`src/hw/rtl/lpps_pkg.sv`:
```
// ----------------------------------------------------------------------------
// lpps_pkg
// Shared types, widths and constants for the line position PID steering core.
// ----------------------------------------------------------------------------
package lpps_pkg;

  // frame shape
  localparam int SENSOR_COUNT = 8;
  localparam int READING_BITS = 12;

  // derived datapath widths
  localparam int IDX_W      = $clog2(SENSOR_COUNT);
  localparam int WEIGHT_SUM = SENSOR_COUNT * (SENSOR_COUNT + 1) / 2;
  localparam int TOTAL_W    = READING_BITS + IDX_W;
  localparam int WSUM_W     = READING_BITS + $clog2(WEIGHT_SUM);
  localparam int POS_W      = $clog2(SENSOR_COUNT + 1);
  localparam int DSR_W      = TOTAL_W + POS_W - 1;
  localparam int CMP_W      = (WSUM_W > DSR_W) ? WSUM_W : DSR_W;

  localparam int GAIN_W    = 24;
  localparam int SP_W      = 5;
  localparam int POS_OUT_W = 8;
  localparam int ERR_W     = 11;
  localparam int D_W       = ERR_W + 1;
  localparam int INT_W     = 32;
  localparam int PREV_W    = 10;
  localparam int MB_W      = INT_W;
  localparam int PROD_W    = GAIN_W + 1 + MB_W;
  localparam int ACC_W     = PROD_W + 3;
  localparam int OUT_W     = 48;

  localparam int MUL_TERMS = 3;
  localparam int CNT_MAX_A = (SENSOR_COUNT - 1 > POS_W) ? SENSOR_COUNT - 1 : POS_W;
  localparam int CNT_MAX   = (CNT_MAX_A > MUL_TERMS - 1) ? CNT_MAX_A : MUL_TERMS - 1;
  localparam int CNT_W     = $clog2(CNT_MAX + 1);

  localparam logic [POS_OUT_W-1:0] LOST_POSITION = 8'hFF;

  // configuration register map
  localparam int CFG_IDX_W  = 3;
  localparam int CFG_DATA_W = GAIN_W;
  localparam logic [CFG_IDX_W-1:0] CFG_KP = 3'd0;
  localparam logic [CFG_IDX_W-1:0] CFG_KI = 3'd1;
  localparam logic [CFG_IDX_W-1:0] CFG_KD = 3'd2;
  localparam logic [CFG_IDX_W-1:0] CFG_SP = 3'd3;

  localparam logic [GAIN_W-1:0] KP_RESET = 24'd51200;
  localparam logic [GAIN_W-1:0] KI_RESET = 24'd51;
  localparam logic [GAIN_W-1:0] KD_RESET = 24'd30720;
  localparam logic [SP_W-1:0]   SP_RESET = 5'd9;

  typedef logic [READING_BITS-1:0] reading_t;

  typedef enum logic [1:0] {
    MUL_KP = 2'd0,
    MUL_KI = 2'd1,
    MUL_KD = 2'd2
  } mul_sel_t;

  typedef struct packed {
    logic [GAIN_W-1:0] kp;
    logic [GAIN_W-1:0] ki;
    logic [GAIN_W-1:0] kd;
    logic [SP_W-1:0]   sp;
  } cfg_t;

  typedef struct packed {
    logic     load;
    logic     acc_step;
    logic     div_start;
    logic     div_step;
    logic     err_load;
    logic     mul_issue;
    mul_sel_t mul_sel;
    logic     fin;
    logic     out_load;
  } dp_cmd_t;

endpackage

```
`src/hw/rtl/lpps_ctrl.sv`:
```
// ----------------------------------------------------------------------------
// lpps_ctrl
// Sequencer: walks one frame through summing, division, the PID multiplies
// and the output register, and owns the channel handshakes.
// ----------------------------------------------------------------------------
module lpps_ctrl (
  input  logic             clk,
  input  logic             rst,
  input  logic             in_valid,
  output logic             in_stall,
  output logic             out_valid,
  input  logic             out_stall,
  output lpps_pkg::dp_cmd_t cmd
);

  typedef enum logic [7:0] {
    S_IDLE = 8'b0000_0001,
    S_ACC  = 8'b0000_0010,
    S_DIV  = 8'b0000_0100,
    S_ERR  = 8'b0000_1000,
    S_MUL  = 8'b0001_0000,
    S_MACC = 8'b0010_0000,
    S_FIN  = 8'b0100_0000,
    S_DONE = 8'b1000_0000
  } state_t;

  state_t                       state, state_next;
  logic [lpps_pkg::CNT_W-1:0]   cnt, cnt_next;
  logic                         out_valid_next;

  assign in_stall = (state != S_IDLE);

  always_comb begin
    state_next = state;
    cnt_next   = cnt;
    cmd        = '0;
    case (state)
      S_IDLE: begin
        if (in_valid) begin
          cmd.load   = 1'b1;
          state_next = S_ACC;
          cnt_next   = '0;
        end
      end
      S_ACC: begin
        cmd.acc_step = 1'b1;
        if (cnt == lpps_pkg::CNT_W'(lpps_pkg::SENSOR_COUNT - 1)) begin
          state_next = S_DIV;
          cnt_next   = '0;
        end else begin
          cnt_next = cnt + 1'b1;
        end
      end
      S_DIV: begin
        // first cycle loads the divider, then one quotient bit per cycle
        if (cnt == '0) begin
          cmd.div_start = 1'b1;
        end else begin
          cmd.div_step = 1'b1;
        end
        if (cnt == lpps_pkg::CNT_W'(lpps_pkg::POS_W)) begin
          state_next = S_ERR;
          cnt_next   = '0;
        end else begin
          cnt_next = cnt + 1'b1;
        end
      end
      S_ERR: begin
        cmd.err_load = 1'b1;
        state_next   = S_MUL;
        cnt_next     = '0;
      end
      S_MUL: begin
        cmd.mul_issue = 1'b1;
        if (cnt == '0) begin
          cmd.mul_sel = lpps_pkg::MUL_KP;
        end else if (cnt == lpps_pkg::CNT_W'(1)) begin
          cmd.mul_sel = lpps_pkg::MUL_KI;
        end else begin
          cmd.mul_sel = lpps_pkg::MUL_KD;
        end
        if (cnt == lpps_pkg::CNT_W'(lpps_pkg::MUL_TERMS - 1)) begin
          state_next = S_MACC;
          cnt_next   = '0;
        end else begin
          cnt_next = cnt + 1'b1;
        end
      end
      S_MACC: begin
        // last product lands in the accumulator
        state_next = S_FIN;
      end
      S_FIN: begin
        cmd.fin    = 1'b1;
        state_next = S_DONE;
      end
      S_DONE: begin
        if (!out_valid || !out_stall) begin
          cmd.out_load = 1'b1;
          state_next   = S_IDLE;
        end
      end
      default: begin
        state_next = S_IDLE;
      end
    endcase
  end

  always_comb begin
    out_valid_next = out_valid;
    if (cmd.out_load) begin
      out_valid_next = 1'b1;
    end else if (out_valid && !out_stall) begin
      out_valid_next = 1'b0;
    end
  end

  always_ff @(posedge clk) begin
    if (rst) begin
      state     <= S_IDLE;
      cnt       <= '0;
      out_valid <= 1'b0;
    end else begin
      state     <= state_next;
      cnt       <= cnt_next;
      out_valid <= out_valid_next;
    end
  end

endmodule

```
`config.mk`:
```
export PLATFORM = sky130hd
export DESIGN_NAME = lpps_ctrl
export DESIGN_NICKNAME = d
export VERILOG_FILES = /design/src/hw/rtl/lpps_pkg.sv /design/src/hw/rtl/lpps_ctrl.sv
export SDC_FILE = /design/constraint.sdc
export NUM_CORES = 1
export LEC_CHECK = 0
export BUFFER_PORTS_ARGS = -buffer_cell sky130_fd_sc_hd__buf_2
export CAP_MARGIN = 20
export CORE_AREA = 2 2 48 50
export DETAILED_ROUTE_END_ITERATION = 10
export DIE_AREA = 0 0 50 52
export PLACE_DENSITY_LB_ADDON = 0.12
export SLEW_MARGIN = 20
export SYNTH_ARGS = -nofsm -noshare
export SYNTH_HDL_FRONTEND = slang
export SYNTH_SLANG_ARGS = --single-unit
```
`constraint.sdc`:
```
create_clock -name clk -period 2.3 [get_ports clk]
set_input_delay 0.345 -clock clk [delete_from_list [all_inputs] [get_ports clk]]
set_output_delay 0.345 -clock clk [all_outputs]
set_load 0.05 [all_outputs]
```
==> results.yml, run 1 <==
setup_path:
  crit_family: "simple AND/OR/NAND/NOR gates"
  path_class: "register to primary output"
  cp-end-kind: "primary output"
  required_ns: 1.96
  cpPeakStageDelay_ns: 0.50
  slowest_stage: "dfxtp_1"
  worst-endpoint-arrival_ns: 1.80
  cp-start-kind: "register"
  cp.buffers_inverters: 1
  cp_max_fo: 7
  crit_chain: "nor4b_2 > nand2_1 > nor3b_2 > buf_2"
detailed_routing:
  routed_wl_mm: 1.78
  drc_errors: 0
  via_count: 738
  wl_per_cell_um: 12.6
  vias_per_cell: 5.23
  ant_nets: 0
  firstDrtPassIters: 4
  drt_iter0_drc: 14
pwr:
  power.density_mw_per_mm2: 512
  power_mw: 0.492
  ir_drop_mv: 0.336
  total_leakage_power_nw: 0.419
grt:
  grt_max_degree: 11
  globalRoute.totalOverflow: 0
  grt_pass1_vias: 643
  grt_usage_pct: 15.6
  grt_pass1_wl_mm: 3.06
  grt_antenna_before_repair: 0
logic_synthesis:
  yosys.area.top_type: "dfxtp_1"
  syn_inst: 95
  syn_area_sq_um: 793
  ys_seq_area_share_pct: 30.3
  synth_top_area_share_pct: 30.3
  avgSynthCellArea_sq_um: 8.35
  ys.warnings.count: 0
  synth_area_leaders: "dfxtp_1, nor2_1, ha_1"
  syn-num-nets: 104
  ys_types: 34
  synth-seq-cells: 12
sta:
  fin_crit_ns: 2.14
  fin_crit_sh_pct: 93.2
  max_freq_ghz: 0.467
  slew_violations: 0
  rsz0062_at_grt: "false"
  slew-limit-headroom_pct: 76.5
  hold_viol: 0
  fin_setup_tns_ns: 0
  finalSetupViolCount: 0
  tightestPinTransition_ns: 0.349
  clock_skew_ns: 0.000854
clock_tree:
  clkTransAtPathRegs_ns: 0.08
  htreeDepth: 1
  clk_path_buf_depth: 2
  root_buffer: "clkbuf_4"
  hold_buffers: 0
  clk_latency_ns: 0.28
  clock_sinks: 12
  cts_made_buffers: 3
  tritoncts: "done"
  cts_setup_buffers: 0
die:
  fp-row-count: 17
  fp.dieArea_sq_mm: 0.00260
  ioPinCount: 16
  core_area_sq_mm: 0.00211
  chipWidth_um: 50
  die_h_um: 52
  start_util_pct: 37.7
placed_design:
  dp_cells: 137
  dpl.hpwl_mm: 1.36
  place_congestion: 0.785
  numPortBuffers: 15
  place_area_sq_um: 920
cells_and_area:
  layout_common_cells: "nor2_1, buf_2, dfxtp_1"
  final_common_cell: "nor2_1"
  finalNonFillerCells: 141
  final_area_sq_um: 962
  antenna_cells: 0
  nNetsFinal: 123
  drive_above_1_share_pct: 30.1
  syn_to_final_growth_pct: 21.3
  fill_cells: 217
job:
  maxCapViolations: 0
min_path:
  hold_class: "primary input to register"
status:
  status: "completed"
[registers in the layout, indices dropped and copies added (netlist names)]
register   count
cnt            3
out_valid      1
state          8
[worst paths after layout]
check / depth (start not counted) / slack (ns) / start / to
setup reg to reg: 7 / 0.53 / cnt[0] / state[5]
setup / recovery: 4 / 0.16 / state[2] / cmd[7]
hold reg to reg: 2 / 0.53 / out_valid / out_valid
hold / removal: 3 / 0.36 / out_stall / out_valid
[worst register-to-register path: cells and delay by family, from the launching register on]
kind	cells	cell delay [ns]
compound gates	1	0.16
flops	1	0.35
fa+ha+maj	1	0.27
buf+inv	1	0.11
simple gates	4	0.83
[cells in the mapped netlist]
cell type  count
a211oi_1       1
o221ai_1       1
and2b_1        1
nor3_1         3
nor2_1        20
o21ba_2        2
or4_4          1
nor4b_2        1
nor4b_1        2
nand2b_1       1
xor2_1         1
or2b_1         1
nor4_1         1
ha_1           5
nand4b_1       2
dfxtp_1       12
nor4_2         1
o21ai_0        2
a22oi_2        1
and4_1         1
nand4b_2       1
nand3_1        2
nor4_4         1
o211a_1        1
nor3b_1        2
clkbuf_1       1
inv_1          6
nand2_1        6
a21oi_1        8
buf_4          2
a211o_1        1
mux2i_1        1
a311oi_1       1
and4b_1        2
[per-stage QoR]
stage	worst slack, ns	utilization [%]	hold slack, ns
6_report	0.157	45.7	0.361
5_1_grt	0.00738	45.7	0.364
4_1_cts	0.0109	45.4	0.352
3_5_place_dp	0.337	43.7	0.515
3_3_place_gp	0.332	43.7	0.503
2_1_floorplan	-0.0701	-	0.487
[where the power goes]
part	internal (mW)	leakage (nW)	total (mW)	switching, mW
logic	0.0336	0.301	0.0968	0.0632
registers	0.212	0.0972	0.219	0.00651
clock network	0.0964	0.0210	0.176	0.0801
[cells by family (layout without fill, tap and decap cells)]
| group | after synthesis | after routing | synth area share [%] |
|---|---|---|---|
| XOR/XNOR | 1 | 1 | 1.10 |
| AO/OA/AOI/OAI | 18 | 18 | 15.9 |
| flip-flops | 12 | 12 | 30.3 |
| AND/OR/NAND/NOR | 49 | 49 | 38.3 |
| adder cells (fa/ha/maj) | 5 | 5 | 7.89 |
| multiplexers | 1 | 1 | 1.26 |
| buffers and inverters | 9 | 27 | 5.20 |
[metal layers]
layer  vias to the layer above  global-route usage, %  wire length [um]
met4                         0                   8.33                41
met2                        13                   23.2               790
met3                         5                   2.87                53
li1                        378                      -                 -
met5                         -                      0                 0
met1                       342                   21.1               892
[repair_timing]
action,4_1_cts,5_1_grt
gates resized for setup,0,1
endpoints found under the setup margin,0,3
endpoints found under the hold margin,0,0
[final cells by class]
class	instances	area [sq um]	area share, %
well taps	28	35.0	3.64
clock buffers	4	36.3	3.77
multi-input cells	74	538	55.9
inverters	6	22.5	2.34
flip-flops and latches	12	240	25.0
repair buffers	17	90.1	9.36
No activity file was read; power rests on OpenSTA's default activity.
==> inputs of run 2 (changes only) <==
--- a/config.mk
+++ b/config.mk
@@ -7,9 +7,9 @@
 export LEC_CHECK = 0
 export BUFFER_PORTS_ARGS = -buffer_cell sky130_fd_sc_hd__buf_2
 export CAP_MARGIN = 20
-export CORE_AREA = 2 2 48 50
+export CORE_AREA = 2 2 51 53
 export DETAILED_ROUTE_END_ITERATION = 10
-export DIE_AREA = 0 0 50 52
+export DIE_AREA = 0 0 53 55
 export PLACE_DENSITY_LB_ADDON = 0.12
 export SLEW_MARGIN = 20
 export SYNTH_ARGS = -nofsm -noshare
==> run 2 against run 1 <==
Effect of this change:
- maximum frequency decreased by 1.0%
- die area increased by 12%
- total power decreased by 8.9%
- setup slack got worse by 0.022 ns
- sequential power about the same
- worst hold slack improved by 0.0077 ns
- final cell count increased by 0.71%
- critical path depth unchanged
==> results.yml, run 2 (same netlist as run 1, synthesis figures left out) <==
setup_path:
  r2r_cells: 5
  cp-start-kind: "register"
  crit_chain: "nor4b_2 > nand2_1 > nor3b_2 > buf_2"
  cp_max_fo: 7
  crit_family: "simple AND/OR/NAND/NOR gates"
  slowest_stage: "dfxtp_1"
  worstSetupPathDepth: 4
  worst-endpoint-arrival_ns: 1.82
  path_class: "register to primary output"
  required_ns: 1.96
  cpPeakStageDelay_ns: 0.49
  cp.buffers_inverters: 1
  cp-end-kind: "primary output"
grt:
  grt_pass1_wl_mm: 2.95
  grt_usage_pct: 14.0
  grt_max_degree: 11
  globalRoute.totalOverflow: 0
  grt_pass1_vias: 659
  grt_antenna_before_repair: 0
placed_design:
  dpl.hpwl_mm: 1.42
  place_area_sq_um: 922
  dp_slack_ns: 0.352
  place_congestion: 0.746
  dp_cells: 139
  numPortBuffers: 15
pwr:
  power.density_mw_per_mm2: 471
  ir_drop_mv: 0.403
  power_mw: 0.448
  total_leakage_power_nw: 0.412
clock_tree:
  root_buffer: "clkbuf_4"
  htreeDepth: 1
  cts_made_buffers: 3
  clock_sinks: 12
  clk_path_buf_depth: 2
  tritoncts: "done"
  clkTransAtPathRegs_ns: 0.08
  clk_latency_ns: 0.27
  hold_buffers: 0
detailed_routing:
  via_count: 763
  ant_nets: 0
  firstDrtPassIters: 4
  vias_per_cell: 5.37
  routed_wl_mm: 1.82
  drc_errors: 0
  wl_per_cell_um: 12.8
  drt_iter0_drc: 11
die:
  die_h_um: 55
  fp-row-count: 18
  core_area_sq_mm: 0.00236
  start_util_pct: 33.5
  chipWidth_um: 53
  fp.dieArea_sq_mm: 0.00292
  ioPinCount: 16
cells_and_area:
  nNetsFinal: 123
  layout_common_cells: "nor2_1, buf_2, dfxtp_1"
  antenna_cells: 0
  finalNonFillerCells: 142
  top_regs: "state: 8 flops, cnt: 3 flops, out_valid: 1 flops"
  final_common_cell: "nor2_1"
  top_register: "state"
  utilization_pct: 40.2
  final_area_sq_um: 951
  drive_above_1_share_pct: 29.5
  largest_register_ffs: 8
  syn_to_final_growth_pct: 19.9
sta:
  tightestPinTransition_ns: 0.355
  finalSetupViolCount: 0
  slew_violations: 0
  rsz0062_at_grt: "false"
  slew-limit-headroom_pct: 76.2
  fin_crit_sh_pct: 94.1
  setup_ws_ns: 0.135
  max_freq_ghz: 0.462
  hold_viol: 0
  fin_crit_ns: 2.16
  clock_skew_ns: 0.00402
min_path:
  hold_depth: 3
  hold_class: "primary input to register"
job:
  maxCapViolations: 0
status:
  status: "completed"
## run 2: changes by cell type in the layout (fill, tap and decap cells not counted), sizes merged
cell    before  now
clkbuf       4    3
## run 2: what timing repair did
item                                    in CTS  in global routing
endpoints found under the setup margin       0                  2
resized for setup                            0                  1
setup buffers                                0                  0
## run 2: per-stage QoR
| step | TNS (ns) | hold WS, ns |
|---|---|---|
| floorplan | -0.0701 | 0.487 |
| global placement | 0 | 0.502 |
| detailed placement | 0 | 0.513 |
| CTS | 0 | 0.364 |
| global route | 0 | 0.374 |
| finish | 0 | 0.368 |
## run 2: report_power, final
group / internal [mW] / leakage, nW / switching [mW]
clock: 0.0606 / 0.0138 / 0.0732
combinational: 0.0335 / 0.301 / 0.0622
sequential: 0.212 / 0.0972 / 0.00632
## run 2: layer usage
| metal | track usage, % | routed length [um] | up-vias |
|---|---|---|---|
| li1 | - | - | 382 |
| met1 | 17.8 | 841 | 360 |
| met2 | 23.3 | 895 | 19 |
| met3 | 1.61 | 68 | 2 |
| met4 | 7.69 | 14 | 0 |
| met5 | 0 | 0 | - |
## run 2: worst register-to-register path: stages (launching register included)
cell and delay, ns:
dfxtp_1 0.39, nor4_4 0.43, nand4b_1 0.28, and4_1 0.28
o21ai_0 0.20, a21oi_1 0.09
## run 2: path summary, 6_finish.rpt
kind,start,endpoint,slack [ns]
max,state[2],cmd[7],0.14
min,out_stall,out_valid,0.37
max reg2reg,state[2],cnt[1],0.52
min reg2reg,out_valid,out_valid,0.53
## run 2: final cells by class
type / count / area [sq um]
inverter: 6 / 22.5
multi-input combinational: 74 / 538
fill: 248 / 1410
clock buffer: 3 / 22.5
tap: 30 / 37.5
sequential: 12 / 240
timing repair buffer: 17 / 90.1
